**config.mk**
```make
export PLATFORM = sky130hd
export DESIGN_NAME = accel_window_average_orient_unit
export DESIGN_NICKNAME = d
export VERILOG_FILES = /design/src/hw/rtl/awao_pkg.sv /design/src/hw/rtl/awao_ram.sv /design/src/hw/rtl/accel_window_average_orient_unit.sv
export SDC_FILE = /design/constraint.sdc
export NUM_CORES = 1
export LEC_CHECK = 0
export ABC_CLOCK_PERIOD_IN_PS = 8150
export BUFFER_PORTS_ARGS = -buffer_cell sky130_fd_sc_hd__buf_2
export CORE_MARGIN = 4
export CORE_UTILIZATION = 60
export CTS_CLUSTER_DIAMETER = 40
export CTS_CLUSTER_SIZE = 8
export DETAILED_ROUTE_END_ITERATION = 8
export PLACE_DENSITY = 0.77
export SYNTH_ARGS = -nofsm -noshare
export SYNTH_HDL_FRONTEND = slang
export SYNTH_HIERARCHICAL = 1
export SYNTH_SLANG_ARGS = --single-unit
```
**constraint.sdc**
```tcl
create_clock -name clk -period 8.15 [get_ports clk]
set_input_delay 0.4075 -clock clk [delete_from_list [all_inputs] [get_ports clk]]
set_output_delay 0.4075 -clock clk [all_outputs]
set_load 0.1 [all_outputs]
```
**src/hw/rtl/awao_pkg.sv**
```systemverilog
// Shared constants, types and helper functions for the accel window average block.
package awao_pkg;

  // Ring geometry
  localparam int RING_DEPTH = 16;
  localparam int IDX_W      = $clog2(RING_DEPTH);
  localparam int CNT_W      = $clog2(RING_DEPTH + 1);
  localparam int SAMPLE_W   = 8;
  localparam int ENTRY_W    = 3 * SAMPLE_W;
  localparam int SUM_W      = SAMPLE_W + $clog2(RING_DEPTH);
  localparam int STEP_W     = $clog2(SUM_W + 1);
  localparam int AVG_W      = 10;
  localparam int OUT_W      = 9;
  localparam int OFS_W      = 8;
  localparam int AVG_MAX    = 128;

  // Window thresholds on the sample period in milliseconds
  localparam int PERIOD_WIN2 = 200;
  localparam int PERIOD_WIN4 = 100;
  localparam int PERIOD_WIN8 = 40;
  localparam int WIN_MAX     = 16;

  // Offset scaling: (64 * pct) / 100 == (16 * pct) / 25, reciprocal of 25 in Q16
  localparam int OFS_RECIP = 2622;
  localparam int OFS_SHIFT = 16;

  // Reset values of the configuration registers
  localparam logic [15:0] PERIOD_RST = 16'd60;
  localparam logic [2:0]  ORIENT_RST = 3'd7;

  // Configuration register indexes
  typedef enum logic [2:0] {
    REG_PERIOD   = 3'd0,
    REG_ORIENT   = 3'd1,
    REG_PORTRAIT = 3'd2,
    REG_OFS_X    = 3'd3,
    REG_OFS_Y    = 3'd4,
    REG_OFS_Z    = 3'd5
  } cfg_reg_t;

  // Averaging window from the sample period, saturated at the ring depth
  function automatic logic [CNT_W-1:0] window_limit(input logic [15:0] period);
    int lim;
    if (int'(period) >= PERIOD_WIN2) begin
      lim = 2;
    end else if (int'(period) >= PERIOD_WIN4) begin
      lim = 4;
    end else if (int'(period) >= PERIOD_WIN8) begin
      lim = 8;
    end else begin
      lim = WIN_MAX;
    end
    if (lim > RING_DEPTH) begin
      lim = RING_DEPTH;
    end
    return CNT_W'(lim);
  endfunction

  // Source axis of an output axis: odd rotation codes exchange x and y
  function automatic logic [1:0] remap_src(input logic [2:0] code, input logic [1:0] axis);
    logic [1:0] src;
    if (axis == 2'd2) begin
      src = 2'd2;
    end else if (code[0]) begin
      src = (axis == 2'd0) ? 2'd1 : 2'd0;
    end else begin
      src = axis;
    end
    return src;
  endfunction

  // Negate mask per rotation code, bit a belongs to output axis a
  function automatic logic [2:0] remap_neg(input logic [2:0] code);
    logic [2:0] neg;
    unique case (code)
      3'd0:    neg = 3'b000;
      3'd1:    neg = 3'b010;
      3'd2:    neg = 3'b011;
      3'd3:    neg = 3'b001;
      3'd4:    neg = 3'b101;
      3'd5:    neg = 3'b111;
      3'd6:    neg = 3'b110;
      3'd7:    neg = 3'b100;
      default: neg = 3'b000;
    endcase
    return neg;
  endfunction

  // Offset counts from a signed percent, truncated toward zero
  function automatic logic signed [OFS_W-1:0] pct_to_offset(input logic [7:0] pct);
    logic [8:0]  mag;
    logic [11:0] scaled;
    logic [23:0] prod;
    logic [7:0]  quo;
    mag    = pct[7] ? (9'd256 - {1'b0, pct}) : {1'b0, pct};
    scaled = {mag[7:0], 4'b0000};
    prod   = 24'(scaled) * 24'(OFS_RECIP);
    quo    = prod[OFS_SHIFT +: 8];
    return pct[7] ? $signed(8'd0 - quo) : $signed(quo);
  endfunction

endpackage

```
**src/hw/rtl/awao_ram.sv**
```systemverilog
// Generic single-write, single-read RAM with registered read data.
module awao_ram #(
  parameter int WIDTH = 24,
  parameter int DEPTH = 16
) (
  input  logic                     clk,
  input  logic                     we,
  input  logic [$clog2(DEPTH)-1:0] waddr,
  input  logic [WIDTH-1:0]         wdata,
  input  logic [$clog2(DEPTH)-1:0] raddr,
  output logic [WIDTH-1:0]         rdata
);

  logic [WIDTH-1:0] mem [DEPTH];

  // Write port and registered read port
  always_ff @(posedge clk) begin
    if (we) begin
      mem[waddr] <= wdata;
    end
    rdata <= mem[raddr];
  end

endmodule

```
**src/hw/rtl/accel_window_average_orient_unit.sv**
```systemverilog
// Accelerometer window average with axis remap and per-axis offset: top level.
//
// Usage: a sample request (in_raw_x/y/z, signed bytes) is taken on in_valid & in_ready.
// It is written into a 16-entry sample RAM, entries 0 to fill-1 are read back one per
// cycle and summed per axis, the three sums are divided by the fill count in a
// restoring divider per axis (one quotient bit per cycle), and the averages
// are remapped by the orientation code, optionally swapped to portrait and offset.
// One result request leaves on out_valid & out_ready for every sample.
// Between accept and out_valid lie the RAM read sweep, the divider and the output load.
// One sample is in flight at a time; in_ready rises again the cycle after the result
// is loaded into the output register, so the next sample can be taken while that
// result still waits for the receiver.
// A stalled receiver holds the output register; a finished item then waits for it.
// Configuration writes (cfg_valid, cfg_index, cfg_wdata) are always taken at once and
// are to be issued only while the block is idle. Unknown indexes are ignored.
// Reset (rst_n low, synchronous) clears the write position, the fill count and the
// per-entry valid bits, so every ring entry reads as zero until written; no sweep.
module accel_window_average_orient_unit (
  input  logic                   clk,
  input  logic                   rst_n,
  input  logic                   in_valid,
  output logic                   in_ready,
  input  logic [7:0]             in_raw_x,
  input  logic [7:0]             in_raw_y,
  input  logic [7:0]             in_raw_z,
  output logic                   out_valid,
  input  logic                   out_ready,
  output logic signed [8:0]      out_accel_x,
  output logic signed [8:0]      out_accel_y,
  output logic signed [8:0]      out_accel_z,
  input  logic                   cfg_valid,
  output logic                   cfg_ready,
  input  logic [2:0]             cfg_index,
  input  logic [15:0]            cfg_wdata
);

  typedef enum logic [3:0] {
    ST_IDLE = 4'b0001,
    ST_SUM  = 4'b0010,
    ST_DIV  = 4'b0100,
    ST_OUT  = 4'b1000
  } state_t;

  state_t state_r;

  // Configuration registers
  logic [15:0]                           period_r;
  logic [2:0]                            orient_r;
  logic                                  portrait_r;
  logic signed [awao_pkg::OFS_W-1:0]     ofs_r [3];

  // Ring control
  logic [awao_pkg::CNT_W-1:0]            wp_r;
  logic [awao_pkg::CNT_W-1:0]            fill_r;
  logic [awao_pkg::RING_DEPTH-1:0]       vld_r;
  logic [awao_pkg::CNT_W-1:0]            rd_idx_r;
  logic                                  pend_r;
  logic                                  rd_vld_r;
  logic [awao_pkg::STEP_W-1:0]           div_step_r;
  logic                                  out_valid_r;

  // Datapath registers
  logic signed [awao_pkg::SUM_W-1:0]     acc_r [3];
  logic [awao_pkg::SUM_W-1:0]            div_dvd_r [3];
  logic [awao_pkg::CNT_W-1:0]            div_rem_r [3];
  logic                                  div_neg_r [3];
  logic signed [awao_pkg::OUT_W-1:0]     out_r [3];

  logic [awao_pkg::CNT_W-1:0]            lim;
  logic [awao_pkg::CNT_W-1:0]            wp_eff;
  logic [awao_pkg::CNT_W-1:0]            wp_nxt;
  logic [awao_pkg::CNT_W:0]              fill_inc;
  logic [awao_pkg::CNT_W-1:0]            fill_nxt;
  logic                                  accept;
  logic                                  rd_go;
  logic                                  sum_done;
  logic                                  div_done;
  logic                                  out_load;
  logic [awao_pkg::IDX_W-1:0]            waddr;
  logic [awao_pkg::IDX_W-1:0]            raddr;
  logic [awao_pkg::ENTRY_W-1:0]          ram_rdata;
  logic [awao_pkg::ENTRY_W-1:0]          rd_entry;
  logic [awao_pkg::SUM_W-1:0]            div_dvd_nxt [3];
  logic [awao_pkg::CNT_W-1:0]            div_rem_nxt [3];
  logic signed [awao_pkg::AVG_W-1:0]     avg [3];
  logic signed [awao_pkg::AVG_W-1:0]     rot [3];
  logic signed [awao_pkg::AVG_W-1:0]     fin [3];
  logic signed [awao_pkg::AVG_W-1:0]     res [3];
  logic [2:0]                            neg_mask;

  // Handshake
  assign in_ready  = (state_r == ST_IDLE);
  assign cfg_ready = 1'b1;
  assign accept    = in_valid && in_ready;
  assign out_valid = out_valid_r;
  assign out_accel_x = out_r[0];
  assign out_accel_y = out_r[1];
  assign out_accel_z = out_r[2];

  // Window limit, write position and fill count update
  assign lim      = awao_pkg::window_limit(period_r);
  assign wp_eff   = (wp_r >= lim) ? '0 : wp_r;
  assign wp_nxt   = wp_eff + 1'b1;
  assign fill_inc = {1'b0, fill_r} + 1'b1;
  assign fill_nxt = (fill_inc >= {1'b0, lim}) ? lim : fill_inc[awao_pkg::CNT_W-1:0];
  assign waddr    = wp_eff[awao_pkg::IDX_W-1:0];

  // Read sweep over entries 0 to fill-1
  assign rd_go    = (state_r == ST_SUM) && (rd_idx_r != fill_r);
  assign raddr    = rd_idx_r[awao_pkg::IDX_W-1:0];
  assign sum_done = (state_r == ST_SUM) && !rd_go && !pend_r;
  assign div_done = (state_r == ST_DIV) &&
                    (div_step_r == awao_pkg::STEP_W'(awao_pkg::SUM_W - 1));
  assign out_load = (state_r == ST_OUT) && (!out_valid_r || out_ready);
  assign rd_entry = rd_vld_r ? ram_rdata : '0;

  awao_ram #(
    .WIDTH (awao_pkg::ENTRY_W),
    .DEPTH (awao_pkg::RING_DEPTH)
  ) u_ring (
    .clk   (clk),
    .we    (accept),
    .waddr (waddr),
    .wdata ({in_raw_z, in_raw_y, in_raw_x}),
    .raddr (raddr),
    .rdata (ram_rdata)
  );

  // Configuration writes
  always_ff @(posedge clk) begin
    if (!rst_n) begin
      period_r   <= awao_pkg::PERIOD_RST;
      orient_r   <= awao_pkg::ORIENT_RST;
      portrait_r <= 1'b0;
      ofs_r[0]   <= '0;
      ofs_r[1]   <= '0;
      ofs_r[2]   <= '0;
    end else if (cfg_valid && cfg_ready) begin
      unique case (cfg_index)
        awao_pkg::REG_PERIOD:   period_r   <= cfg_wdata;
        awao_pkg::REG_ORIENT:   orient_r   <= cfg_wdata[2:0];
        awao_pkg::REG_PORTRAIT: portrait_r <= cfg_wdata[0];
        awao_pkg::REG_OFS_X:    ofs_r[0]   <= awao_pkg::pct_to_offset(cfg_wdata[7:0]);
        awao_pkg::REG_OFS_Y:    ofs_r[1]   <= awao_pkg::pct_to_offset(cfg_wdata[7:0]);
        awao_pkg::REG_OFS_Z:    ofs_r[2]   <= awao_pkg::pct_to_offset(cfg_wdata[7:0]);
        default: ;
      endcase
    end
  end

  // Sequencer and ring control
  always_ff @(posedge clk) begin
    if (!rst_n) begin
      state_r     <= ST_IDLE;
      wp_r        <= '0;
      fill_r      <= '0;
      vld_r       <= '0;
      rd_idx_r    <= '0;
      pend_r      <= 1'b0;
      rd_vld_r    <= 1'b0;
      div_step_r  <= '0;
      out_valid_r <= 1'b0;
    end else begin
      // Raise valid on a new result, drop it once the receiver takes the old one
      if (out_load) begin
        out_valid_r <= 1'b1;
      end else if (out_valid_r && out_ready) begin
        out_valid_r <= 1'b0;
      end
      unique case (state_r)
        ST_IDLE: begin
          if (accept) begin
            wp_r         <= wp_nxt;
            fill_r       <= fill_nxt;
            vld_r[waddr] <= 1'b1;
            rd_idx_r     <= '0;
            pend_r       <= 1'b0;
            state_r      <= ST_SUM;
          end
        end
        ST_SUM: begin
          pend_r   <= rd_go;
          rd_vld_r <= vld_r[raddr];
          if (rd_go) begin
            rd_idx_r <= rd_idx_r + 1'b1;
          end
          if (sum_done) begin
            div_step_r <= '0;
            state_r    <= ST_DIV;
          end
        end
        ST_DIV: begin
          div_step_r <= div_step_r + 1'b1;
          if (div_done) begin
            state_r <= ST_OUT;
          end
        end
        ST_OUT: begin
          if (out_load) begin
            state_r <= ST_IDLE;
          end
        end
        default: state_r <= ST_IDLE;
      endcase
    end
  end

  // One restoring division step per lane: shift in a dividend bit, subtract if it fits
  always_comb begin
    for (int a = 0; a < 3; a++) begin
      logic [awao_pkg::CNT_W:0] trial;
      logic                     fits;
      trial = {div_rem_r[a], div_dvd_r[a][awao_pkg::SUM_W-1]};
      fits  = (trial >= {1'b0, fill_r});
      div_rem_nxt[a] = fits ? awao_pkg::CNT_W'(trial - {1'b0, fill_r})
                            : trial[awao_pkg::CNT_W-1:0];
      div_dvd_nxt[a] = {div_dvd_r[a][awao_pkg::SUM_W-2:0], fits};
    end
  end

  // Accumulate, divide and hold the result
  always_ff @(posedge clk) begin
    for (int a = 0; a < 3; a++) begin
      if (accept) begin
        acc_r[a] <= '0;
      end else if (state_r == ST_SUM && pend_r) begin
        acc_r[a] <= acc_r[a] + awao_pkg::SUM_W'($signed(rd_entry[a*awao_pkg::SAMPLE_W +:
                                                               awao_pkg::SAMPLE_W]));
      end
      if (sum_done) begin
        div_neg_r[a] <= acc_r[a][awao_pkg::SUM_W-1];
        div_dvd_r[a] <= acc_r[a][awao_pkg::SUM_W-1] ? awao_pkg::SUM_W'(-acc_r[a])
                                                    : awao_pkg::SUM_W'(acc_r[a]);
        div_rem_r[a] <= '0;
      end else if (state_r == ST_DIV) begin
        div_dvd_r[a] <= div_dvd_nxt[a];
        div_rem_r[a] <= div_rem_nxt[a];
      end
      if (out_load) begin
        out_r[a] <= res[a][awao_pkg::OUT_W-1:0];
      end
    end
  end

  // Signed averages, rotation remap, portrait swap and offset
  always_comb begin
    neg_mask = awao_pkg::remap_neg(orient_r);
    for (int a = 0; a < 3; a++) begin
      logic [awao_pkg::AVG_W-1:0] mag;
      mag    = awao_pkg::AVG_W'(div_dvd_r[a]);
      avg[a] = div_neg_r[a] ? $signed(-mag) : $signed(mag);
    end
    for (int a = 0; a < 3; a++) begin
      logic signed [awao_pkg::AVG_W-1:0] v;
      v      = avg[awao_pkg::remap_src(orient_r, 2'(a))];
      rot[a] = neg_mask[a] ? -v : v;
    end
    if (!portrait_r) begin
      fin[0] = rot[1];
      fin[1] = -rot[0];
      fin[2] = rot[2];
    end else begin
      fin[0] = rot[0];
      fin[1] = rot[1];
      fin[2] = rot[2];
    end
    for (int a = 0; a < 3; a++) begin
      res[a] = fin[a] + awao_pkg::AVG_W'(ofs_r[a]);
    end
  end

  // Write position never runs past the ring
  a_wp_range: assert property (@(posedge clk) disable iff (!rst_n)
    wp_r <= awao_pkg::CNT_W'(awao_pkg::RING_DEPTH))
    else $error("write position beyond ring depth");

  // A sample in flight always has a nonzero divisor
  a_fill_nonzero: assert property (@(posedge clk) disable iff (!rst_n)
    (state_r == ST_SUM || state_r == ST_DIV) |-> (fill_r != '0))
    else $error("fill count zero while averaging");

  // Read data is expected only during the sweep
  a_pend_sum: assert property (@(posedge clk) disable iff (!rst_n)
    pend_r |-> (state_r == ST_SUM))
    else $error("read pending outside the sum sweep");

  // Averages stay within a signed byte magnitude
  a_avg_range: assert property (@(posedge clk) disable iff (!rst_n)
    (state_r == ST_OUT) |->
      (div_dvd_r[0] <= awao_pkg::SUM_W'(awao_pkg::AVG_MAX)) &&
      (div_dvd_r[1] <= awao_pkg::SUM_W'(awao_pkg::AVG_MAX)) &&
      (div_dvd_r[2] <= awao_pkg::SUM_W'(awao_pkg::AVG_MAX)))
    else $error("average magnitude out of range");

  // Only one sample is taken at a time
  a_one_in_flight: assert property (@(posedge clk) disable iff (!rst_n)
    accept |=> !in_ready)
    else $error("second sample accepted while busy");

endmodule

```
* Yosys cells after proc, flatten, opt, wreduce, memory -nomap -nowiden
Memories as Yosys holds them, arrays and structs flattened. A register that Yosys moved wholly into a read port is not among the register bits. Cells that the tools add are included.
Operators by class: $add $sub $neg 25, $mul 1, order comparisons 14, eq/ne operators 16, muxes and demuxes 87, bitwise operators 15, reduce and logical (&&, ||, !) cells 25
Operator list (count):
- two-way mux 12 bit | 9
- two-way mux 10 bit | 10
- negation 10 bit | 7
- two-way mux 32 bit | 2
- two-way mux 5 bit | 12
- binary-select mux 10 bit (select 2 bit) | 2
- two-way mux 8 bit | 5
- adder 12 x 8 -> 12 bit | 3
- negation 12 bit | 3
- greater-than comparator 32 x 6 -> 1 bit, second input constant | 1
- two-way mux 1 bit | 32
- two-way mux 29 bit | 1
- adder 9 x 8 -> 9 bit | 3
- >= comparator 6 x 5 -> 1 bit | 4
- two-way mux 24 bit | 1
- two-way mux 4 bit | 5
- multiplier 8 x 11 -> 19 bit, second input constant | 1
- >= comparator 16 x 6 -> 1 bit, second input constant | 1
- >= comparator 16 x 7 -> 1 bit, second input constant | 1
- >= comparator 16 x 8 -> 1 bit, second input constant | 1
- OR 16 bit | 1
- one-hot mux 4 bit (4 select lines) | 1
- subtractor 1 x 8 -> 8 bit, first input constant | 2
- subtractor 5 bit | 3
- other kinds (33) | 72
Word-level totals: bits in registers 62, RAM bits 525, memory bits (read-only) 24, output and inout bits 30, logic and storage cells 203, memories kept 8
Memories:
- u_ring.mem | depth 16, width 24, rd ports 1, clocked after Yosys merged registers in 1, wr ports 1, line awao_ram.sv:14 | logic [WIDTH-1:0] mem [DEPTH];
- acc_r | depth 3, width 12, rd ports 3, clocked after Yosys merged registers in 0, wr ports 3, line accel_window_average_orient_unit.sv:63 | logic signed [awao_pkg::SUM_W-1:0] acc_r [3];
- div_dvd_r | depth 3, width 12, rd ports 3, clocked after Yosys merged registers in 0, wr ports 3, line accel_window_average_orient_unit.sv:64 | logic [awao_pkg::SUM_W-1:0] div_dvd_r [3];
- out_r | depth 3, width 9, rd ports 3, clocked after Yosys merged registers in 0, wr ports 3, line accel_window_average_orient_unit.sv:67 | logic signed [awao_pkg::OUT_W-1:0] out_r [3];
- (no name shown) | depth 8, width 3, rd ports 1, clocked after Yosys merged registers in 1, wr ports 0, line awao_pkg.sv:75 | unique case (code)
- ofs_r | depth 3, width 8, rd ports 3, clocked after Yosys merged registers in 0, wr ports 3, line accel_window_average_orient_unit.sv:50 | logic signed [awao_pkg::OFS_W-1:0] ofs_r [3];
- +2 memories

* Logic depth before layout (Yosys ltp)
word-level depth 13, depth in mapped cells 26, depth with buffers taken out 26

* By module
The synthesis kept the hierarchy.
Modules (own cells, without submodules):
- accel_window_average_orient_unit | times used 1, cells an instance 1612, area each 15163.3 um^2, seq. area each 5495.3 um^2
- awao_ram | times used 1, cells an instance 636, area each 14930.6 um^2, seq. area each 12011.5 um^2

* Worst setup path after synthesis
No wires, ideal clock.
path kind input to register, from in cfg_wdata[0], to mem ofs_r[0][12] (netlist bit) (data pin), library setup time 269 ps, arrival 6060 ps, required time 7881 ps, setup slack 1821 ps, stages on the path 23, path buffers 0, cell sequence or3_1 > or3_1 > or4b_2 > fa_1 > xor2_1 > ha_1 > inv_1 > fa_1 > inv_1 > ha_1 > ha_1 > a21o_1 > a21o_1 > a21o_1 > o21a_1 > nor2_1 > xor2_1 > ha_1 > o2111ai_1 > or4_1 > nand4_1 > xor2_1 > nor2_1
RTL lines:
- start: declaration | line accel_window_average_orient_unit.sv:34 | input logic [15:0] cfg_wdata
- end: declaration | line accel_window_average_orient_unit.sv:50

==> insert_results.sql <==
INSERT INTO impl_metrics (metric_group, metric, value, unit) VALUES
('setup_path', 'slowest_cell_on_the_critical_path', 'or4b_2', ''),
('timing', 'setup_slack_of_the_critical_path_after_layout', '1866', 'ps'),
('setup_path', 'worst_path_dominant_cell_family', 'simple AND/OR/NAND/NOR gates', ''),
('timing', 'setup-violations-final', '0', ''),
('clock_network', 'tritoncts_clock_tree', 'yes', ''),
('layout', 'final_net_count', '2576', ''),
('clock_network', 'clkSinkCount', '612', ''),
('logic_synthesis', 'synth.yosys.seq_area_share', '0.5817', ''),
('power_and_ir_drop', 'p_switching', '0.002148', 'W'),
('clock_network', 'hold_fix_buffers_at_cts', '0', ''),
('clock_network', 'cts_resized', '0', ''),
('logic_synthesis', 'synth_area', '30090', 'sq um'),
('drt', 'detail_route.wl_per_cell', '21.61', 'microns'),
('run_status', 'outcome', 'finished, final reports clean', ''),
('clock_network', 'clk_pin_slew', '50', 'ps'),
('setup_path', 'crit_top_cell', 'ha_1', ''),
('setup_path', 'cp.arrival', '6630', 'ps'),
('global_route', 'number_of_antenna_violations_at_the_first_check_in_global_routing', '5', ''),
('global_route', 'vias_in_the_first_global_route', '18820', ''),
('logic_synthesis', 'post_synth_inst_count', '2248', ''),
('global_route', 'global_route_wire_length_before_repair', '104.7', 'mm'),
('layout', 'layout-drive-gt1-share', '0.1581', ''),
('timing', 'timing.final.hold_violations', '0', ''),
('logic_synthesis', 'netlist.top_cell.by_area', 'edfxtp_1', ''),
('timing', 'worst_slew_pin_slew', '1218', 'ps'),
('logic_synthesis', 'syn_area_per_cell', '13.39', 'sq um'),
('clock_network', 'insertion_delay', '650', 'ps'),
('global_route', 'grtUsageTotal', '0.2510', ''),
('die', 'die_h', '232.0', 'microns'),
('global_route', 'grt-ovfl-total', '0', ''),
('logic_synthesis', 'synth_top_area_frac', '0.5239', ''),
('setup_path', 'worstPathBufferInverterCount', '3', ''),
('min_path', 'min_path_type', 'in2reg', ''),
('timing', 'rsz0062_at_grt', 'false', ''),
('power_and_ir_drop', 'netSwitchingFraction', '0.2518', ''),
('power_and_ir_drop', 'leakagePower', '12.43', 'nW'),
('setup_path', 'worstSetupPathType', 'in2reg', ''),
('clock_network', 'cts-buffers-inserted', '95', ''),
('logic_synthesis', 'syn-num-nets', '2468', ''),
('power_and_ir_drop', 'comb_power_share', '0.140', ''),
('die', 'core_area', '49250', 'sq um'),
('timing', 'skew_final', '29.37', 'ps'),
('power_and_ir_drop', 'power.clock.fraction', '0.436', ''),
('power_and_ir_drop', 'worst_ir_drop_vdd', '0.2441', 'mV'),
('die', 'row_count', '81', ''),
('die', 'dieArea', '53800', 'sq um'),
('logic_synthesis', 'synth.area.top_cells', 'edfxtp_1, mux4_2, ha_1', ''),
('die', 'top_level_ports', '78', ''),
('clock_network', 'htree_levels', '3', ''),
('timing', 'report.final.slew_viol_count', '0', ''),
('die', 'die_w', '232.0', 'microns'),
('timing', 'rel_slew_slack', '0.1794', ''),
('setup_path', 'critical_path.startpoint_type', 'primary input', ''),
('power_and_ir_drop', 'power_density_of_the_placed_cells', '250.1', 'nW/um^2'),
('logic_synthesis', 'ys_ff_latch', '612', ''),
('setup_path', 'crit_path_cell_trace', 'buf_2 -> or3_1 -> or3_1 -> or4b_2 -> fa_1 -> xor2_1 -> ha_1 -> inv_1 -> fa_1 -> inv_1 -> ha_1 -> ha_1 -> a21o_1 -> a21o_1 -> a21o_1 -> o21a_1 -> nor2_1 -> xor2_1 -> ha_1 -> o2111ai_1 -> or4_1 -> nand4_1 -> xor2_1 -> nor2_1', ''),
('timing', 'period_minus_slack', '6284', 'ps'),
('drt', 'first_pass_iters', '5', ''),
('timing', 'post-route-period-util', '0.7711', ''),
('logic_synthesis', 'synthTopCellsByCount', 'edfxtp_1, nand2_1, ha_1', ''),
('logic_synthesis', 'synth_top_flop_cell', 'edfxtp_1', ''),
('drt', 'antenna_violating_nets_post_route', '0', ''),
('timing', 'max_freq', '159.1', 'MHz'),
('global_route', 'maximum_number_of_pins_on_one_net_before_global_route_repair', '71', ''),
('logic_synthesis', 'synth-edff-count', '525', ''),
('placement', 'place_ws', '1266', 'ps'),
('die', 'initial_utilization', '0.6110', ''),
('placement', 'hpwl', '39.16', 'mm'),
('flow_run', 'cap_violations', '0', ''),
('layout', 'area_delta_synth_final', '13.33', '%'),
('layout', 'fillerInstances', '3258', '');
[area by class of cell]
class / count / area (sq um) / area share
timing repair buffer: 104 / 590.6 / 0.01732
tap: 664 / 830.8 / 0.02436
antenna: 2 / 5.005 / 0.0001467
multi-input combinational: 1418 / 11790 / 0.3456
clock buffer: 136 / 2623 / 0.07689
inverter: 125 / 469.2 / 0.01376
clock inverter: 21 / 286.5 / 0.008401
sequential: 612 / 17510 / 0.5135
[per-layer routing]
metal  up-vias  track usage  routed length (microns)
met3       132      0.04355                     4483
met4         4      0.09303                     2039
met2       708       0.4411                    34190
met5         -            0                       22
met1      9016       0.3141                    25860
li1       8632            -                        -
[cell usage in the layout, fill, tap and decap left out, drive strengths merged, types with 11 or more instances in the layout]
cell type,instances
a31oi,19
nor3,35
a21boi,23
o31ai,19
a21oi,83
nor2b,54
nand2,179
xor2,79
mux4,101
o21ai,112
clkinv,13
fa,25
or4,12
and3,15
mux2i,29
a22oi,49
ha,147
dfxtp,87
nor2,110
edfxtp,525
and2,39
inv,127
nand3,28
clkbuf,136
xnor2,75
o211ai,11
nand2b,22
or3,12
buf,104
a21o,26
[worst register-to-register path: stages, from the launching register on]
cell and delay [ps]:
dfxtp_1 920, inv_1 520, mux2_2 430, ha_1 300, a21oi_1 230, ha_1 270, nor2_1 80, a21oi_1 100
fa_1 520, a21o_1 170, a21oi_1 230, nor2b_1 80, o21a_1 180, o21ai_0 140, nand2b_1 70, a21oi_1 170
xnor2_1 160, xnor2_1 100
[logic make-up after synthesis]
logic type      Yosys count  share of synthesized area
flops                   612                     0.5817
simple gates            555                    0.09218
compound gates          401                    0.08615
buf+inv                 218                    0.02935
fa+ha+maj               172                    0.07775
xor+xnor                155                    0.04557
mux                     134                    0.08714
other cells               1                  0.0001246
[through the flow]
step	hold slack, ps	instances	utilization	instance area (sq um)	power [W]
2_1_floorplan	438.3	2248	-	30090	0.004560
5_1_grt	50.97	3082	0.6925	34110	0.008905
3_5_place_dp	460.6	2923	0.6333	31190	0.004858
3_3_place_gp	452.7	2923	0.6333	31190	0.004796
6_report	51.45	3082	0.6925	34110	0.008530
4_1_cts	18.58	3080	0.6923	34100	0.008582
[path summary, 6_finish.rpt]
path	slack, ps	start	cells past startpoint	end
max	1870	cfg_wdata[0]	24	ofs_r[0][20]
min	50	cfg_wdata[8]	3	period_r[8]
max reg2reg	3230	orient_r[0]	17	out_r[0][17]
min reg2reg	470	orient_r[2]	2	orient_r[2]
[registers in the layout, summed over array words and instances (netlist names), 14 cells and up]
register and cells:
out_r 27, ofs_r 24, period_r 14, u_ring/mem 384
u_ring/rdata 24, div_rem_r 15, vld_r 16, div_dvd_r 36
acc_r 36
[power by group through the flow]
| stage | clock network [W] | logic [W] | registers, W |
|---|---|---|---|
| 5_1_grt | 0.00392 | 0.00136 | 0.00363 |
| 4_1_cts | 0.00377 | 0.00119 | 0.00362 |
| 3_5_place_dp | 0 | 0.00118 | 0.00368 |
| 3_3_place_gp | 0 | 0.00112 | 0.00367 |
| 6_report | 0.00372 | 0.00119 | 0.00362 |
| 2_1_floorplan | 0 | 0.000920 | 0.00364 |
(Power assumes the default switching activity.)
